<file path="config.mk">
export PLATFORM = sky130hd
export DESIGN_NAME = terminal_key_decoder_cursor_unit
export DESIGN_NICKNAME = d
export VERILOG_FILES = /design/src/hw/rtl/tkd_pkg.sv /design/src/hw/rtl/tkd_decode.sv /design/src/hw/rtl/tkd_cursor.sv /design/src/hw/rtl/terminal_key_decoder_cursor_unit.sv
export SDC_FILE = /design/constraint.sdc
export NUM_CORES = 1
export LEC_CHECK = 0
export ABC_AREA = 1
export BUFFER_PORTS_ARGS = -buffer_cell sky130_fd_sc_hd__buf_2
export CAP_MARGIN = 30
export CORE_MARGIN = 3
export CORE_UTILIZATION = 40
export CTS_BUF_LIST = sky130_fd_sc_hd__clkbuf_4 sky130_fd_sc_hd__clkbuf_8 sky130_fd_sc_hd__clkbuf_16
export CTS_CLUSTER_SIZE = 30
export DETAILED_ROUTE_END_ITERATION = 16
export PLACE_DENSITY = 0.62
export SKIP_LAST_GASP = 1
export SLEW_MARGIN = 20
export SYNTH_ARGS = -nofsm -noshare
export SYNTH_HDL_FRONTEND = slang
export SYNTH_HIERARCHICAL = 1
export SYNTH_SLANG_ARGS = --single-unit
</file>
<file path="constraint.sdc">
create_clock -name clk_i -period 5.05 [get_ports clk_i]
set_clock_uncertainty 0.2 [all_clocks]
set_input_delay 1.01 -clock clk_i [delete_from_list [all_inputs] [get_ports clk_i]]
set_output_delay 1.01 -clock clk_i [all_outputs]
set_load 0.005 [all_outputs]
</file>
<file path="src/hw/rtl/tkd_pkg.sv">
package tkd_pkg;

  // Register indexes on the configuration port
  localparam int unsigned CfgIdxW = 1;
  typedef enum logic [CfgIdxW-1:0] {
    CFG_SCREEN_ROWS = 1'b0,
    CFG_SCREEN_COLS = 1'b1
  } cfg_idx_e;

  localparam logic [7:0] RowsReset = 8'd24;
  localparam logic [7:0] ColsReset = 8'd80;

  // Sequence decoder phases
  typedef enum logic [2:0] {
    PH_IDLE  = 3'd0,
    PH_ESC   = 3'd1,
    PH_CSI   = 3'd2,
    PH_SS3   = 3'd3,
    PH_OTHER = 3'd4,
    PH_DIGIT = 3'd5
  } phase_e;

  // Decoded key kinds
  typedef enum logic [3:0] {
    K_PLAIN = 4'd0,
    K_LEFT  = 4'd1,
    K_RIGHT = 4'd2,
    K_UP    = 4'd3,
    K_DOWN  = 4'd4,
    K_HOME  = 4'd5,
    K_END   = 4'd6,
    K_DEL   = 4'd7,
    K_PGUP  = 4'd8,
    K_PGDN  = 4'd9
  } key_kind_e;

  localparam logic [7:0] ChEsc   = 8'h1b;
  localparam logic [7:0] ChBrack = 8'h5b; // '['
  localparam logic [7:0] ChO     = 8'h4f; // 'O'
  localparam logic [7:0] ChTilde = 8'h7e; // '~'
  localparam logic [7:0] ChA     = 8'h41;
  localparam logic [7:0] ChB     = 8'h42;
  localparam logic [7:0] ChC     = 8'h43;
  localparam logic [7:0] ChD     = 8'h44;
  localparam logic [7:0] ChH     = 8'h48;
  localparam logic [7:0] ChF     = 8'h46;
  localparam logic [7:0] Ch0     = 8'h30;
  localparam logic [7:0] Ch9     = 8'h39;
  localparam logic [7:0] ChQuit  = 8'h11; // ctrl-Q

  // Decoded key event, decoder -> cursor stage
  typedef struct packed {
    logic      valid;
    key_kind_e kind;
    logic [7:0] kbyte;
  } key_ev_t;

  // Finished result, cursor stage -> output port
  typedef struct packed {
    logic      valid;
    key_kind_e kind;
    logic [7:0] kbyte;
    logic [7:0] x;
    logic [7:0] y;
    logic      quit;
  } key_res_t;

endpackage

</file>
<file path="src/hw/rtl/tkd_decode.sv">
module tkd_decode import tkd_pkg::*; (
  input  logic       clk_i,
  input  logic       rst_ni,
  input  logic       load_i,     // stage may advance
  input  logic       accept_i,   // input transaction this cycle
  input  logic       timeout_i,
  input  logic [7:0] rx_byte_i,
  output key_ev_t    ev_o,
  output phase_e     phase_o
);

  phase_e     phase_q, phase_d;
  logic [7:0] held_q, held_d;
  key_ev_t    ev_q, ev_d;

  function automatic key_kind_e letter_key(input logic [7:0] b);
    key_kind_e k;
    unique case (b)
      ChA:     k = K_UP;
      ChB:     k = K_DOWN;
      ChC:     k = K_RIGHT;
      ChD:     k = K_LEFT;
      ChH:     k = K_HOME;
      ChF:     k = K_END;
      default: k = K_PLAIN;
    endcase
    return k;
  endfunction

  function automatic key_kind_e digit_key(input logic [7:0] d);
    key_kind_e k;
    unique case (d)
      8'h31, 8'h37: k = K_HOME;
      8'h33:        k = K_DEL;
      8'h34, 8'h38: k = K_END;
      8'h35:        k = K_PGUP;
      8'h36:        k = K_PGDN;
      default:      k = K_PLAIN;
    endcase
    return k;
  endfunction

  always_comb begin
    phase_d     = phase_q;
    held_d      = held_q;
    ev_d.valid  = 1'b0;
    ev_d.kind   = K_PLAIN;
    ev_d.kbyte  = ChEsc;
    if (accept_i) begin
      if (phase_q == PH_IDLE || phase_q > PH_DIGIT) begin
        phase_d = PH_IDLE;
        if (!timeout_i) begin
          if (rx_byte_i == ChEsc) begin
            phase_d = PH_ESC;
          end else begin
            ev_d.valid = 1'b1;
            ev_d.kbyte = rx_byte_i;
          end
        end
      end else if (timeout_i) begin
        phase_d    = PH_IDLE;
        ev_d.valid = 1'b1;
      end else begin
        unique case (phase_q)
          PH_ESC: begin
            if (rx_byte_i == ChBrack)  phase_d = PH_CSI;
            else if (rx_byte_i == ChO) phase_d = PH_SS3;
            else                       phase_d = PH_OTHER;
          end
          PH_CSI: begin
            if (rx_byte_i >= Ch0 && rx_byte_i <= Ch9) begin
              held_d  = rx_byte_i;
              phase_d = PH_DIGIT;
            end else begin
              phase_d    = PH_IDLE;
              ev_d.valid = 1'b1;
              ev_d.kind  = letter_key(rx_byte_i);
            end
          end
          PH_SS3: begin
            phase_d    = PH_IDLE;
            ev_d.valid = 1'b1;
            if (rx_byte_i == ChH)      ev_d.kind = K_HOME;
            else if (rx_byte_i == ChF) ev_d.kind = K_END;
          end
          PH_DIGIT: begin
            phase_d    = PH_IDLE;
            ev_d.valid = 1'b1;
            if (rx_byte_i == ChTilde) ev_d.kind = digit_key(held_q);
          end
          default: begin
            phase_d    = PH_IDLE;
            ev_d.valid = 1'b1;
          end
        endcase
      end
      // non-plain keys carry no byte
      if (ev_d.kind != K_PLAIN) ev_d.kbyte = 8'h00;
    end
  end

  always_ff @(posedge clk_i or negedge rst_ni) begin
    if (!rst_ni) begin
      phase_q <= PH_IDLE;
      held_q  <= 8'h00;
      ev_q    <= '0;
    end else begin
      phase_q <= phase_d;
      held_q  <= held_d;
      if (load_i) ev_q <= ev_d;
    end
  end

  assign ev_o    = ev_q;
  assign phase_o = phase_q;

endmodule

</file>
<file path="src/hw/rtl/tkd_cursor.sv">
module tkd_cursor import tkd_pkg::*; (
  input  logic       clk_i,
  input  logic       rst_ni,
  input  logic       load_i,    // output register free or being drained
  input  key_ev_t    ev_i,
  input  logic [7:0] rows_i,
  input  logic [7:0] cols_i,
  output key_res_t   res_o
);

  logic [7:0] col_q, line_q;
  logic [7:0] max_x, max_y, cx, cy, nx, ny;
  key_res_t   res_q;

  always_comb begin
    max_x = (cols_i == 8'd0) ? 8'd0 : cols_i - 8'd1;
    max_y = (rows_i == 8'd0) ? 8'd0 : rows_i - 8'd1;
    // pull the cursor back inside a screen that shrank
    cx = (col_q > max_x) ? max_x : col_q;
    cy = (line_q > max_y) ? max_y : line_q;
    nx = cx;
    ny = cy;
    case (ev_i.kind)
      K_LEFT:  if (cx != 8'd0) nx = cx - 8'd1;
      K_RIGHT: if (cx < max_x) nx = cx + 8'd1;
      K_UP:    if (cy != 8'd0) ny = cy - 8'd1;
      K_DOWN:  if (cy < max_y) ny = cy + 8'd1;
      K_HOME:  nx = 8'd0;
      K_END:   nx = max_x;
      K_PGUP:  ny = 8'd0;
      K_PGDN:  ny = max_y;
      default: ;
    endcase
  end

  always_ff @(posedge clk_i or negedge rst_ni) begin
    if (!rst_ni) begin
      col_q  <= 8'd0;
      line_q <= 8'd0;
      res_q  <= '0;
    end else if (load_i) begin
      res_q.valid <= ev_i.valid;
      if (ev_i.valid) begin
        col_q       <= nx;
        line_q      <= ny;
        res_q.kind  <= ev_i.kind;
        res_q.kbyte <= ev_i.kbyte;
        res_q.x     <= nx;
        res_q.y     <= ny;
        res_q.quit  <= (ev_i.kind == K_PLAIN) && (ev_i.kbyte == ChQuit);
      end
    end
  end

  assign res_o = res_q;

endmodule

</file>
<file path="src/hw/rtl/terminal_key_decoder_cursor_unit.sv">
// Channel  | Signals                 | Payload (lowest bit first)
// s_axis   | tvalid tready tdata tuser | tdata: rx_byte[7:0]; tuser: action
// m_axis   | tvalid tready tdata tuser | tdata: key_byte, cursor_x, cursor_y,
//          |                          |   quit_request, zero pad; tuser: key_kind
// cfg      | cfg_we cfg_idx cfg_data  | 0 screen_rows, 1 screen_cols
//
// One transaction per cycle sustained while m_axis is not stalled. From input
// acceptance a result passes the decode register, then the cursor/result register.
// Reset (rst_ni low, async) returns to no pending sequence, cursor at 0,0,
// 24 rows by 80 columns. A stall on m_axis backs up through both registers;
// s_axis_tready_o drops only when both hold data.
module terminal_key_decoder_cursor_unit import tkd_pkg::*; (
  input  logic               clk_i,
  input  logic               rst_ni,
  // input bytes / timeouts
  input  logic               s_axis_tvalid_i,
  output logic               s_axis_tready_o,
  input  logic [7:0]         s_axis_tdata_i,   // [7:0] rx_byte
  input  logic               s_axis_tuser_i,   // [0] action (1 = read timeout)
  // decoded keys
  output logic               m_axis_tvalid_o,
  input  logic               m_axis_tready_i,
  output logic [31:0]        m_axis_tdata_o,   // [7:0] key_byte, [15:8] cursor_x,
                                               // [23:16] cursor_y, [24] quit_request
  output logic [3:0]         m_axis_tuser_o,   // [3:0] key_kind
  // configuration
  input  logic               cfg_we_i,
  input  logic [CfgIdxW-1:0] cfg_idx_i,
  input  logic [7:0]         cfg_data_i
);

  logic       rows_we, cols_we;
  logic [7:0] rows_q, cols_q;
  logic       out_en, dec_en, in_acc;
  key_ev_t    ev;
  key_res_t   res;
  phase_e     phase;

  // config registers
  always_comb begin
    rows_we = 1'b0;
    cols_we = 1'b0;
    if (cfg_we_i) begin
      unique case (cfg_idx_e'(cfg_idx_i))
        CFG_SCREEN_ROWS: rows_we = 1'b1;
        CFG_SCREEN_COLS: cols_we = 1'b1;
        default: ;
      endcase
    end
  end

  always_ff @(posedge clk_i or negedge rst_ni) begin
    if (!rst_ni) begin
      rows_q <= RowsReset;
      cols_q <= ColsReset;
    end else begin
      if (rows_we) rows_q <= cfg_data_i;
      if (cols_we) cols_q <= cfg_data_i;
    end
  end

  // pipeline advance: each register moves when the one after it frees up
  assign out_en          = !res.valid || m_axis_tready_i;
  assign dec_en          = !ev.valid || out_en;
  assign s_axis_tready_o = dec_en;
  assign in_acc          = s_axis_tvalid_i && dec_en;

  tkd_decode u_decode (
    .clk_i     (clk_i),
    .rst_ni    (rst_ni),
    .load_i    (dec_en),
    .accept_i  (in_acc),
    .timeout_i (s_axis_tuser_i),
    .rx_byte_i (s_axis_tdata_i),
    .ev_o      (ev),
    .phase_o   (phase)
  );

  tkd_cursor u_cursor (
    .clk_i  (clk_i),
    .rst_ni (rst_ni),
    .load_i (out_en),
    .ev_i   (ev),
    .rows_i (rows_q),
    .cols_i (cols_q),
    .res_o  (res)
  );

  assign m_axis_tvalid_o = res.valid;
  assign m_axis_tuser_o  = res.kind;
  assign m_axis_tdata_o  = {7'd0, res.quit, res.y, res.x, res.kbyte};

`ifndef ASSERT_OFF
  // a decoded key waiting behind a stalled output must not be lost
  a_ev_hold: assert property (@(posedge clk_i) disable iff (!rst_ni)
    ev.valid && !out_en |=> ev.valid)
    else $error("decoded key dropped under stall");

  // a timeout with nothing pending yields no key
  a_idle_timeout: assert property (@(posedge clk_i) disable iff (!rst_ni)
    in_acc && s_axis_tuser_i && phase == PH_IDLE |=> !ev.valid)
    else $error("key produced from idle timeout");

  // an ESC byte from idle only opens a sequence
  a_esc_opens: assert property (@(posedge clk_i) disable iff (!rst_ni)
    in_acc && !s_axis_tuser_i && phase == PH_IDLE && s_axis_tdata_i == ChEsc
    |=> !ev.valid && phase == PH_ESC)
    else $error("ESC did not open a sequence");

  // non-plain keys carry a zero byte and never request quit
  a_nonplain_byte: assert property (@(posedge clk_i) disable iff (!rst_ni)
    res.valid && res.kind != K_PLAIN |-> res.kbyte == 8'h00 && !res.quit)
    else $error("non-plain key with byte or quit");
`endif

endmodule

</file>
Word level (Yosys, flattened, before mapping):

Cells that the tools add are included.

* latch bits: 0
* output and inout bits: 38
* bits in read-only memories: 0
* RAM bits: 0
* memories: 0
* logic and storage cells: 119
* bits in registers: 70

* divide/modulo/power cells: 0
* mux-type cells: 42
* bitwise gates (word level): 2
* eq/ne operators: 30
* reductions and logical operators: 19
* add/sub/neg operators: 6
* shift-type cells: 0
* magnitude comparators: 7
* $mul: 0

Operators by type and width (number)
* 2-to-1 mux 8 bit: 12
* == test 8 x 7 -> 1 bit, second input constant: 9
* one-hot mux 8 bit (4 select lines): 2
* == test 8 x 6 -> 1 bit, second input constant: 7
* subtractor 8 x 1 -> 8 bit, second input constant: 4
* 2-to-1 mux 3 bit: 7
* 2-to-1 mux 4 bit: 5
* one-hot mux 4 bit (5 select lines): 1
* one-hot mux 3 bit (6 select lines): 1
* adder 8 x 1 -> 8 bit, second input constant: 2
* == test 8 x 5 -> 1 bit, second input constant: 2
* > comparator 8 bit: 2
* zero test 8 bit: 2
* less-than comparator 8 bit: 2
* nonzero test 8 bit: 2
* 2-to-1 mux 13 bit: 1
* == test 4 x 3 -> 1 bit, second input constant: 3
* one-hot mux 4 bit (3 select lines): 1
* 2-to-1 mux 1 bit: 9
* == test 4 x 2 -> 1 bit, second input constant: 2
* == test 4 bit, second input constant: 2
* >= comparator 8 x 6 -> 1 bit, second input constant: 1
* less-or-equal comparator 8 x 6 -> 1 bit, second input constant: 1
* == test 3 x 2 -> 1 bit, second input constant: 2
* other kinds (17): 24

Longest topological paths before layout:

Gate-level depths: netlist (run 1).

* word-level depth: 11
* gate-level depth with buffers: 30
* mapped depth without buffers: 30

Modules after synthesis:

The synthesis (run 1) kept the hierarchy.

By module, submodules not included
* tkd_cursor: area each 4359.2 µm², cells an instance 702, sequential area each 750.7 µm², times used 1
* tkd_decode: area each 1458.9 µm², cells an instance 205, sequential area each 600.6 µm², times used 1
* terminal_key_decoder_cursor_unit: area each 744.5 µm², cells an instance 83, sequential area each 405.4 µm², times used 1

Least setup slack after synthesis (run 1):

OpenSTA, ideal clock, no wires.

* kind: reg-to-reg
* start point: register cols_q[0]
* end point: register u_cursor.res_q, in the netlist u_cursor/res_o[14]
* required time: 4.733 ns
* clock period less this slack: 3.984 ns
* path buffers: 1
* slack: 1.066 ns
* library setup time: 0.117 ns
* arrival time: 3.668 ns
* cell stages (with the launch flop): 28
* cells stage by stage: dfrtp_1 > inv_1 > ha_1 > nand2_1 > o21ai_0 > nand2_1 > nor2_1 > inv_2 > ha_1 > nand2_1 > nor2_4 > nand4_4 > nand2_4 > buf_8 > nand2_1 > nand2_2 > inv_1 > ha_1 > nand2_1 > nor2_1 > a211oi_1 > nand2_2 > inv_1 > nand2_1 > nand3_1 > nand2_1 > nand2_1 > nand2_1

* cells in the longest elaborated chain, start to end: 7

RTL lines
* from (decl): RTL line terminal_key_decoder_cursor_unit.sv:33 `logic [7:0] rows_q, cols_q;`
* from (signal assigned): RTL line terminal_key_decoder_cursor_unit.sv:55 `cols_q <= ColsReset;`
* from (signal assigned): RTL line terminal_key_decoder_cursor_unit.sv:58 `if (cols_we) cols_q <= cfg_data_i;`
* subtractor 8 x 1 -> 8 bit / zero test 8 bit (equally long branches): RTL line tkd_cursor.sv:16 `max_x = (cols_i == 8'd0) ? 8'd0 : cols_i - 8'd1;`
* 2-to-1 mux 8 bit (*): RTL line tkd_cursor.sv:16
* > comparator 8 bit: RTL line tkd_cursor.sv:19 `cx = (col_q > max_x) ? max_x : col_q;`
* 2-to-1 mux 8 bit: RTL line tkd_cursor.sv:19
* adder 8 x 1 -> 8 bit, or another cell as far along: RTL line tkd_cursor.sv:25 `K_RIGHT: if (cx < max_x) nx = cx + 8'd1;`
* 2-to-1 mux 8 bit (on tied branches): RTL line tkd_cursor.sv:25, tkd_cursor.sv:24
* one-hot mux 8 bit (4 select lines) (*): RTL line tkd_cursor.sv:23 `case (ev_i.kind)`
* to (decl): RTL line tkd_cursor.sv:13 `key_res_t res_q;`

Mark *: on every way between the ends. The rest lies on a longest branch, timed or not.
A chain may end at the register's enable or synchronous reset.

Worst setup path after layout (run 1):

* start point: register cols_q[3]
* end point: register u_cursor.res_q, in the netlist u_cursor/res_o[16]

The elaborated chain is that of the path after synthesis.

==> results of run 1 <==
==> flip-flops by register name, summed over array words and instances (netlist names) <==
register,cells
u_cursor/res_o,30
u_decode/ev_o,13
cols_q,8
rows_q,8
u_decode/held_q,8
u_decode/phase_o,3
==> per-stage QoR <==
| step | hold slack (ns) | setup slack (ns) | power [uW] | instances | utilization |
|---|---|---|---|---|---|
| floorplan | 0.239 | 1.07 | 2990 | 996 | - |
| global placement | 0.252 | 0.672 | 3590 | 1246 | 0.437 |
| detailed placement | 0.252 | 0.693 | 3590 | 1247 | 0.438 |
| CTS | 0.271 | 0.651 | 4250 | 1263 | 0.456 |
| global route | 0.297 | 0.155 | 4680 | 1264 | 0.457 |
| finish | 0.269 | 0.634 | 4250 | 1264 | 0.457 |
==> kinds of logic (layout without fill, tap and decap cells) <==
group	after synthesis	after routing	synth area share
xor+xnor	9	9	0.0120
buf+inv	158	210	0.106
flops	70	70	0.268
compound gates	111	111	0.110
simple gates	602	602	0.429
fa+ha+maj	39	39	0.0744
other cells	1	7	0.000571
==> critical path: cells and delay by family (launching register included) <==
family / cells / cell delay, ns
fa+ha+maj: 2 / 0.62
flops: 1 / 0.44
buf+inv: 5 / 0.64
simple gates: 20 / 2.22
compound gates: 1 / 0.19
==> layer usage <==
layer | up-vias | track usage | wire length, um
met3 | 23 | 0.0371 | 891
met4 | 0 | 0.0481 | 209
li1 | 3262 | - | -
met1 | 2869 | 0.258 | 7900
met5 | - | 0 | 0
met2 | 159 | 0.334 | 8200
==> power groups by stage <==
stage / Clock (uW) / Sequential (uW) / Combinational, uW
4_1_cts: 655 / 786 / 2800
6_report: 636 / 783 / 2830
3_3_place_gp: 0 / 799 / 2790
2_1_floorplan: 0 / 759 / 2230
3_5_place_dp: 0 / 795 / 2790
5_1_grt: 680 / 802 / 3200
==> layout make-up <==
cell class / instances / area (um2) / share of cell area
sequential: 70 / 1760 / 0.241
clock buffer: 9 / 225 / 0.0309
timing repair buffer: 58 / 315 / 0.0433
clock inverter: 7 / 65.1 / 0.00893
tap: 216 / 270 / 0.0371
multi-input combinational: 768 / 4130 / 0.567
inverter: 136 / 526 / 0.0721
==> final timing paths <==
check / slack, ns / end / start
max in group asynchronous: 3.64 / cols_q[6]$_DFFE_PN1P_ / rst_ni
worst max register to register: 0.63 / u_cursor/res_o[16]$_DFFE_PN0P_ / cols_q[3]$_DFFE_PN0P_
worst min register to register: 0.27 / u_decode/held_q[5]$_DFFE_PN0P_ / u_decode/held_q[5]$_DFFE_PN0P_
worst max-delay path: 0.63 / u_cursor/res_o[16]$_DFFE_PN0P_ / cols_q[3]$_DFFE_PN0P_
min in group asynchronous: 0.38 / u_decode/ev_o[12]$_DFFE_PN0P_ / rst_ni
worst min-delay path: 0.27 / u_decode/held_q[5]$_DFFE_PN0P_ / u_decode/held_q[5]$_DFFE_PN0P_
==> cell usage in the layout (no fill, tap or decap), drive strengths merged <==
cell	count
nor3	8
o22ai	8
dfrtp	66
inv	137
clkbuf	9
o21ai	58
or2	3
o21bai	2
a211oi	2
clkinv	5
nor4	2
nand3b	1
nand4	11
xnor2	1
nor2	93
nand2	374
xor2	8
clkinvlp	1
conb	7
a21boi	1
a22oi	1
nand3	110
o211ai	2
dfstp	4
ha	39
o31ai	3
a21o	2
buf	58
a21oi	32
==> impl_summary.log, run 1 <==
INFO  metric cts_resized = 0
INFO  metric drt_drc_violations_left = 0
INFO  metric grt_setup_unrepaired = no
INFO  metric htree_levels = 3
INFO  metric global_route.overflow_total = 0
INFO  metric path_max_fanout = 18
INFO  metric worst-slew-pin-transition = approximately 0.85 ns
INFO  metric cts.reportedPaths.clkPinSlew = about 0.070 ns
INFO  metric timing.hold.worst_path_depth = 1
INFO  metric timing.slew.headroom = 0.431
INFO  metric synth_seq_area_share = 0.268
INFO  metric max_freq = 226 MHz
INFO  metric dominantRegCellSynth = sky130_fd_sc_hd__dfrtp_1
INFO  metric antenna_cells_inserted = 0
INFO  metric rows = 46
INFO  metric synthesis_stage_register_bit_count = 70
INFO  metric antenna_violating_nets_post_route = 0
INFO  metric nNetsFinal = between 1000 and 1500
INFO  metric synth_cell_types = 49
INFO  metric cts_setup_buffers = 0
INFO  metric grt_start_max_net_pins = slightly above 70
INFO  metric internal_power = between 1500 and 2000 uW
INFO  metric tritoncts = yes
INFO  metric synth_most_common_cell = sky130_fd_sc_hd__nand2_1
INFO  metric hpwl = approximately 13000 um
INFO  metric switchingPower = 2330 uW
INFO  metric post_drt_via_cell_ratio = 4.99
INFO  metric power.density = 584 nW/um2
INFO  metric crit_required = 5.09 ns
INFO  metric port_bufs = between 50 and 60
INFO  metric power_frac_comb = 0.666
INFO  metric synth_common_cells = sky130_fd_sc_hd__nand2_1, sky130_fd_sc_hd__inv_1, sky130_fd_sc_hd__nand3_1
INFO  metric setup.worst_path.end_class = flip-flop
INFO  metric timing.final.setup_violations = 0
INFO  metric final.min_clock_period = between 4 and 5 ns
INFO  metric postSynth.asyncResetShare = 1.00
INFO  metric synth.area.top_cells = sky130_fd_sc_hd__dfrtp_1, sky130_fd_sc_hd__nand2_1, sky130_fd_sc_hd__nand3_1
INFO  metric max-vdd-ir-drop = 0.246 mV
INFO  metric synth_area_leader_cell = sky130_fd_sc_hd__dfrtp_1
INFO  metric syn_area = 6560 um2
INFO  metric n_fill_cell = roughly 1700
INFO  metric layout-area-overhead-vs-synth = 11.1%
INFO  metric wire_length_of_the_first_global_routing_pass = ~29000 um
INFO  metric initial_core_utilization = 0.412
INFO  metric netlist_instances = slightly below 1000
INFO  metric die_x_extent = approximately 130 um
INFO  metric setup-tns-final = 0 ns
INFO  metric gpl.final_weighted_congestion = approximately 0.91
INFO  metric run_status = completed
INFO  metric reg2regPathDepth = 28
INFO  metric die_h = about 130 um
INFO  metric floorplan.core_area = roughly 16000 um2
INFO  metric dr_total_vias = ~6300
INFO  metric criticalPathCategory = reg -> reg
INFO  metric synth_enable_flop_cells = 0
INFO  metric finalMaxSlewViolations = 0
INFO  metric via_count_of_the_first_global_routing_pass = 5838
INFO  metric i_o_pin_cnt = roughly 60
INFO  metric placement_cell_area = roughly 7000 um2
INFO  metric seq_power_share = 0.184
INFO  metric synth.yosys.warnings = 6
INFO  metric initialDrtViolationCount = about 430
INFO  metric post_drt_wl_per_cell = ~14 um
INFO  metric worstSkewPairLatency = between 0.3 and 0.4 ns
INFO  metric drive_gt1_frac = 0.187
INFO  metric clockRootBuffer = sky130_fd_sc_hd__clkbuf_16
INFO  metric synth_top_cell_area_share = 0.252
INFO  metric number_of_max_cap_violations = 0
INFO  metric min_period_over_period = 0.874
INFO  metric number_of_antenna_violations_at_the_first_check_in_global_routing = 0
INFO  metric holdCritPathClass = reg -> reg
INFO  metric power.clock.fraction = 0.150
INFO  metric cts.sink_count = 70
INFO  metric syn_area_per_cell = 6.63 um2
INFO  metric drtPass1Iterations = 7
INFO  metric p_leak = ~0.0039 uW
INFO  metric cp.arrival = between 4 and 5 ns
INFO  metric total_non_filler_cell_area_in_the_finished_layout = ~7300 um2
INFO  metric switching_share = 0.547
INFO  metric cts_buffer_depth = 2
INFO  metric detail_route.wirelength = around 17000 um
INFO  metric tritoncts.num_buffers = 9
INFO  metric timing_hold_violations_final = 0
INFO  metric hold_buffers = 0
INFO  metric critical-path-max-stage-delay = approximately 0.44 ns
INFO  metric timing.critical_path.slowest_stage_cell = sky130_fd_sc_hd__dfrtp_1
INFO  metric grt.total_usage = 0.196
INFO  metric design.die.area = roughly 18000 um2
INFO  metric worst_path_most_repeated_cell = sky130_fd_sc_hd__nand2_1
INFO  metric crit_path_start_kind = flip-flop
No activity file was read; power rests on OpenSTA's default activity.
==> inputs of run 2 (changes only) <==
--- a/config.mk
+++ b/config.mk
@@ -6,14 +6,14 @@
 export NUM_CORES = 1
 export LEC_CHECK = 0
 export ABC_AREA = 1
-export BUFFER_PORTS_ARGS = -buffer_cell sky130_fd_sc_hd__buf_2
 export CAP_MARGIN = 30
 export CORE_MARGIN = 3
 export CORE_UTILIZATION = 40
 export CTS_BUF_LIST = sky130_fd_sc_hd__clkbuf_4 sky130_fd_sc_hd__clkbuf_8 sky130_fd_sc_hd__clkbuf_16
 export CTS_CLUSTER_SIZE = 30
 export DETAILED_ROUTE_END_ITERATION = 16
-export PLACE_DENSITY = 0.62
+export DONT_BUFFER_PORTS = 1
+export PLACE_DENSITY = 0.59
 export SKIP_LAST_GASP = 1
 export SLEW_MARGIN = 20
 export SYNTH_ARGS = -nofsm -noshare
==> run 2 against run 1 <==
  * Clock-buffer cell count grew 2
  * Cell count is 4.4% lower
  * Global-route usage up 0.39 points
  * Critical endpoint is now u_cursor/res_o[4]$_DFFE_PN0P_
  * Largest cell class unchanged
==> impl_summary.log, run 2 (synthesis gave the netlist of run 1 again) <==
INFO  metric run_status = completed
INFO  metric die_h = 134 um (unchanged)
INFO  metric number_of_max_cap_violations = 0 (unchanged)
INFO  metric antenna_cells_inserted = 0 (unchanged)
INFO  metric setup.worst_path.end_class = flip-flop
INFO  metric nNetsFinal = 1050 (-5.0%)
INFO  metric detail_route.wirelength = 17300 um (+0.69%)
INFO  metric grt_use_met2 = 0.325 (-0.00814)
INFO  metric final.min_clock_period = 4.39 ns (-0.0208 ns)
INFO  metric switching_share = 0.542 (-0.00553)
INFO  metric cts_resized = 0 (unchanged)
INFO  metric design.die.area = 18000 um2 (unchanged)
INFO  metric largest_reg_flops = 30 (unchanged)
INFO  metric cts.reportedPaths.clkPinSlew = 0.06 ns (about the same)
INFO  metric post_drt_via_cell_ratio = 4.95 (-0.82%)
INFO  metric antenna_violating_nets_post_route = 0 (unchanged)
INFO  metric hold_buffers = 0 (unchanged)
INFO  metric tritoncts.num_buffers = 9 (unchanged)
INFO  metric drive_gt1_frac = 0.142 (-0.0450)
INFO  metric min_period_over_period = 0.870 (-0.00413)
INFO  metric grt.total_usage = 0.200 (+0.00393)
INFO  metric worstSkewPairLatency = 0.35 ns (about the same)
INFO  metric htree_levels = 3 (unchanged)
INFO  metric gpl.final_weighted_congestion = 0.877 (-3.2%)
INFO  metric die_x_extent = 134 um (unchanged)
INFO  metric crit_required = 5.09 ns (about the same)
INFO  metric critical_path.reg2reg.endpoint = u_cursor/res_o[4]$_DFFE_PN0P_
INFO  metric timing.slew.headroom = 0.464 (+0.0328)
INFO  metric met3_usage = 0.0454 (+0.00825)
INFO  metric max_freq = 228 MHz (+0.47%)
INFO  metric finalMaxSlewViolations = 0 (unchanged)
INFO  metric internal_power = 1920 uW (-0.28%)
INFO  metric via_count_of_the_first_global_routing_pass = 5684 (-2.6%)
INFO  metric final_cell_mix = sky130_fd_sc_hd__nand2_1, sky130_fd_sc_hd__inv_1, sky130_fd_sc_hd__nand3_1
INFO  metric cts_buffer_depth = 2 (unchanged)
INFO  metric setup-tns-final = 0 ns (unchanged)
INFO  metric r2r_setup_slack = 0.66 ns (+0.02 ns)
INFO  metric timing_hold_violations_final = 0 (unchanged)
INFO  metric critical-path-max-stage-delay = 0.44 ns (about the same)
INFO  metric drtPass1Iterations = 5 (-2)
INFO  metric rows = 46 (unchanged)
INFO  metric initial_core_utilization = 0.412 (unchanged)
INFO  metric critical_path.reg2reg.startpoint = rows_q[0]$_DFFE_PN0P_
INFO  metric crit_path_start_kind = flip-flop
INFO  metric power.clock.fraction = 0.159 (+0.009)
INFO  metric floorplan.core_area = 15900 um2 (unchanged)
INFO  metric switchingPower = 2270 uW (-2.5%)
INFO  metric grt.met1_usage = 0.269 (+0.0119)
INFO  metric seq_power_share = 0.192 (+0.008)
INFO  metric cts.sink_count = 70 (unchanged)
INFO  metric cp.arrival = 4.43 ns (-0.03 ns)
INFO  metric global_route.peak_usage_layer = met2
INFO  metric initialDrtViolationCount = 372 (-13%)
INFO  metric reg2regPathDepth = 25 (-11%)
INFO  metric commonest_non_fill_non_tap_cell_in_the_layout = sky130_fd_sc_hd__nand2_1
INFO  metric max-vdd-ir-drop = 0.204 mV (-17%)
INFO  metric tritoncts = yes
INFO  metric cp_num_buf_inv = 3 (-2)
INFO  metric layout-area-overhead-vs-synth = 6.84%
INFO  metric worst_path_most_repeated_cell = sky130_fd_sc_hd__nand2_1
INFO  metric p_leak = 0.00362 uW (-6.1%)
INFO  metric criticalPathCategory = reg -> reg
INFO  metric timing.critical_path.slowest_stage_cell = sky130_fd_sc_hd__a21boi_2
INFO  metric worst-slew-pin-transition = 0.798 ns (-0.0489 ns)
INFO  metric path_depth = 25 (-11%)
INFO  metric i_o_pin_cnt = 61 (unchanged)
INFO  metric path_max_fanout = 22 (+4)
INFO  metric cts_setup_buffers = 0 (unchanged)
INFO  metric timing.critical_path.max_delay_family = compound AO/OA/AOI/OAI gates
INFO  metric hpwl = 13200 um (+0.44%)
INFO  metric grt_start_max_net_pins = 71 (unchanged)
INFO  metric clockRootBuffer = sky130_fd_sc_hd__clkbuf_16
INFO  metric timing.final.setup_violations = 0 (unchanged)
INFO  metric holdCritPathClass = in -> async
INFO  metric global_route.overflow_total = 0 (unchanged)
INFO  metric power_frac_comb = 0.650 (-0.016)
INFO  metric port_bufs = 0 (-100%)
INFO  metric grt_setup_unrepaired = no
INFO  metric dr_total_vias = 5989 (-5.1%)
INFO  metric totalPowerFinal = 4190 uW (-1.5%)
INFO  metric fin_util = 0.440 (-0.0173)
INFO  metric number_of_antenna_violations_at_the_first_check_in_global_routing = 0 (unchanged)
INFO  metric power.density = 598 nW/um2 (+2.4%)
INFO  metric post_drt_wl_per_cell = 14.3 um (+5.3%)
INFO  metric wire_length_of_the_first_global_routing_pass = 29000 um (+1.2%)
INFO  metric drt_drc_violations_left = 0 (unchanged)
run 2: worst max-delay path by stage:
stage                                           endpoint  slack [ns]                   from
after floorplan           u_cursor/res_o[14]$_DFFE_PN0P_        1.07  cols_q[0]$_DFFE_PN0P_
after global placement     u_cursor/res_o[8]$_DFFE_PN0P_        0.68  rows_q[0]$_DFFE_PN0P_
after detailed placement   u_cursor/res_o[8]$_DFFE_PN0P_        0.70  rows_q[0]$_DFFE_PN0P_
after CTS                  u_cursor/res_o[8]$_DFFE_PN0P_        0.68  rows_q[0]$_DFFE_PN0P_
after global routing       u_cursor/res_o[8]$_DFFE_PN0P_        0.18  rows_q[0]$_DFFE_PN0P_
final                      u_cursor/res_o[4]$_DFFE_PN0P_        0.66  rows_q[0]$_DFFE_PN0P_
run 2: final cells by class:
cell class / instances / area, um2
clock inverter: 5 / 60.1
clock buffer: 11 / 246
inverter: 136 / 526
timing repair buffer: 3 / 22.5
tap: 216 / 270
multi-input combinational: 768 / 4130
fill: 1718 / 8930
sequential: 70 / 1760
run 2: power groups by stage:
stage / combinational [uW] / sequential [uW] / clock (uW)
after floorplan: 2230 / 759 / 0
after global placement: 2680 / 816 / 0
after detailed placement: 2690 / 817 / 0
after CTS: 2700 / 808 / 686
after global routing: 3100 / 820 / 705
final: 2720 / 802 / 665
run 2: metrics by stage:
stage	hold slack, ns	worst slack [ns]	std cells	instance area [um2]
6_report	0.158	0.655	1209	7010
5_1_grt	0.135	0.178	1209	7010
4_1_cts	0.137	0.679	1209	7010
3_5_place_dp	0.257	0.698	1193	6710
3_3_place_gp	0.253	0.679	1193	6710
2_1_floorplan	0.239	1.07	996	6590
run 2: routing by layer:
metal	part of all wire	wire, um
met2	0.45	7870
met4	0.015	252
met5	0	0
met3	0.047	819
met1	0.48	8380
run 2: worst register-to-register path: cells and delay by family, from the launching register on:
kind	cells	cell delay (ns)
buffers and inverters	3	0.32
DFF	1	0.40
AOI/OAI and AO/OA	5	1.44
and+or+nand+nor	14	1.10
adders and majority gates	3	0.82
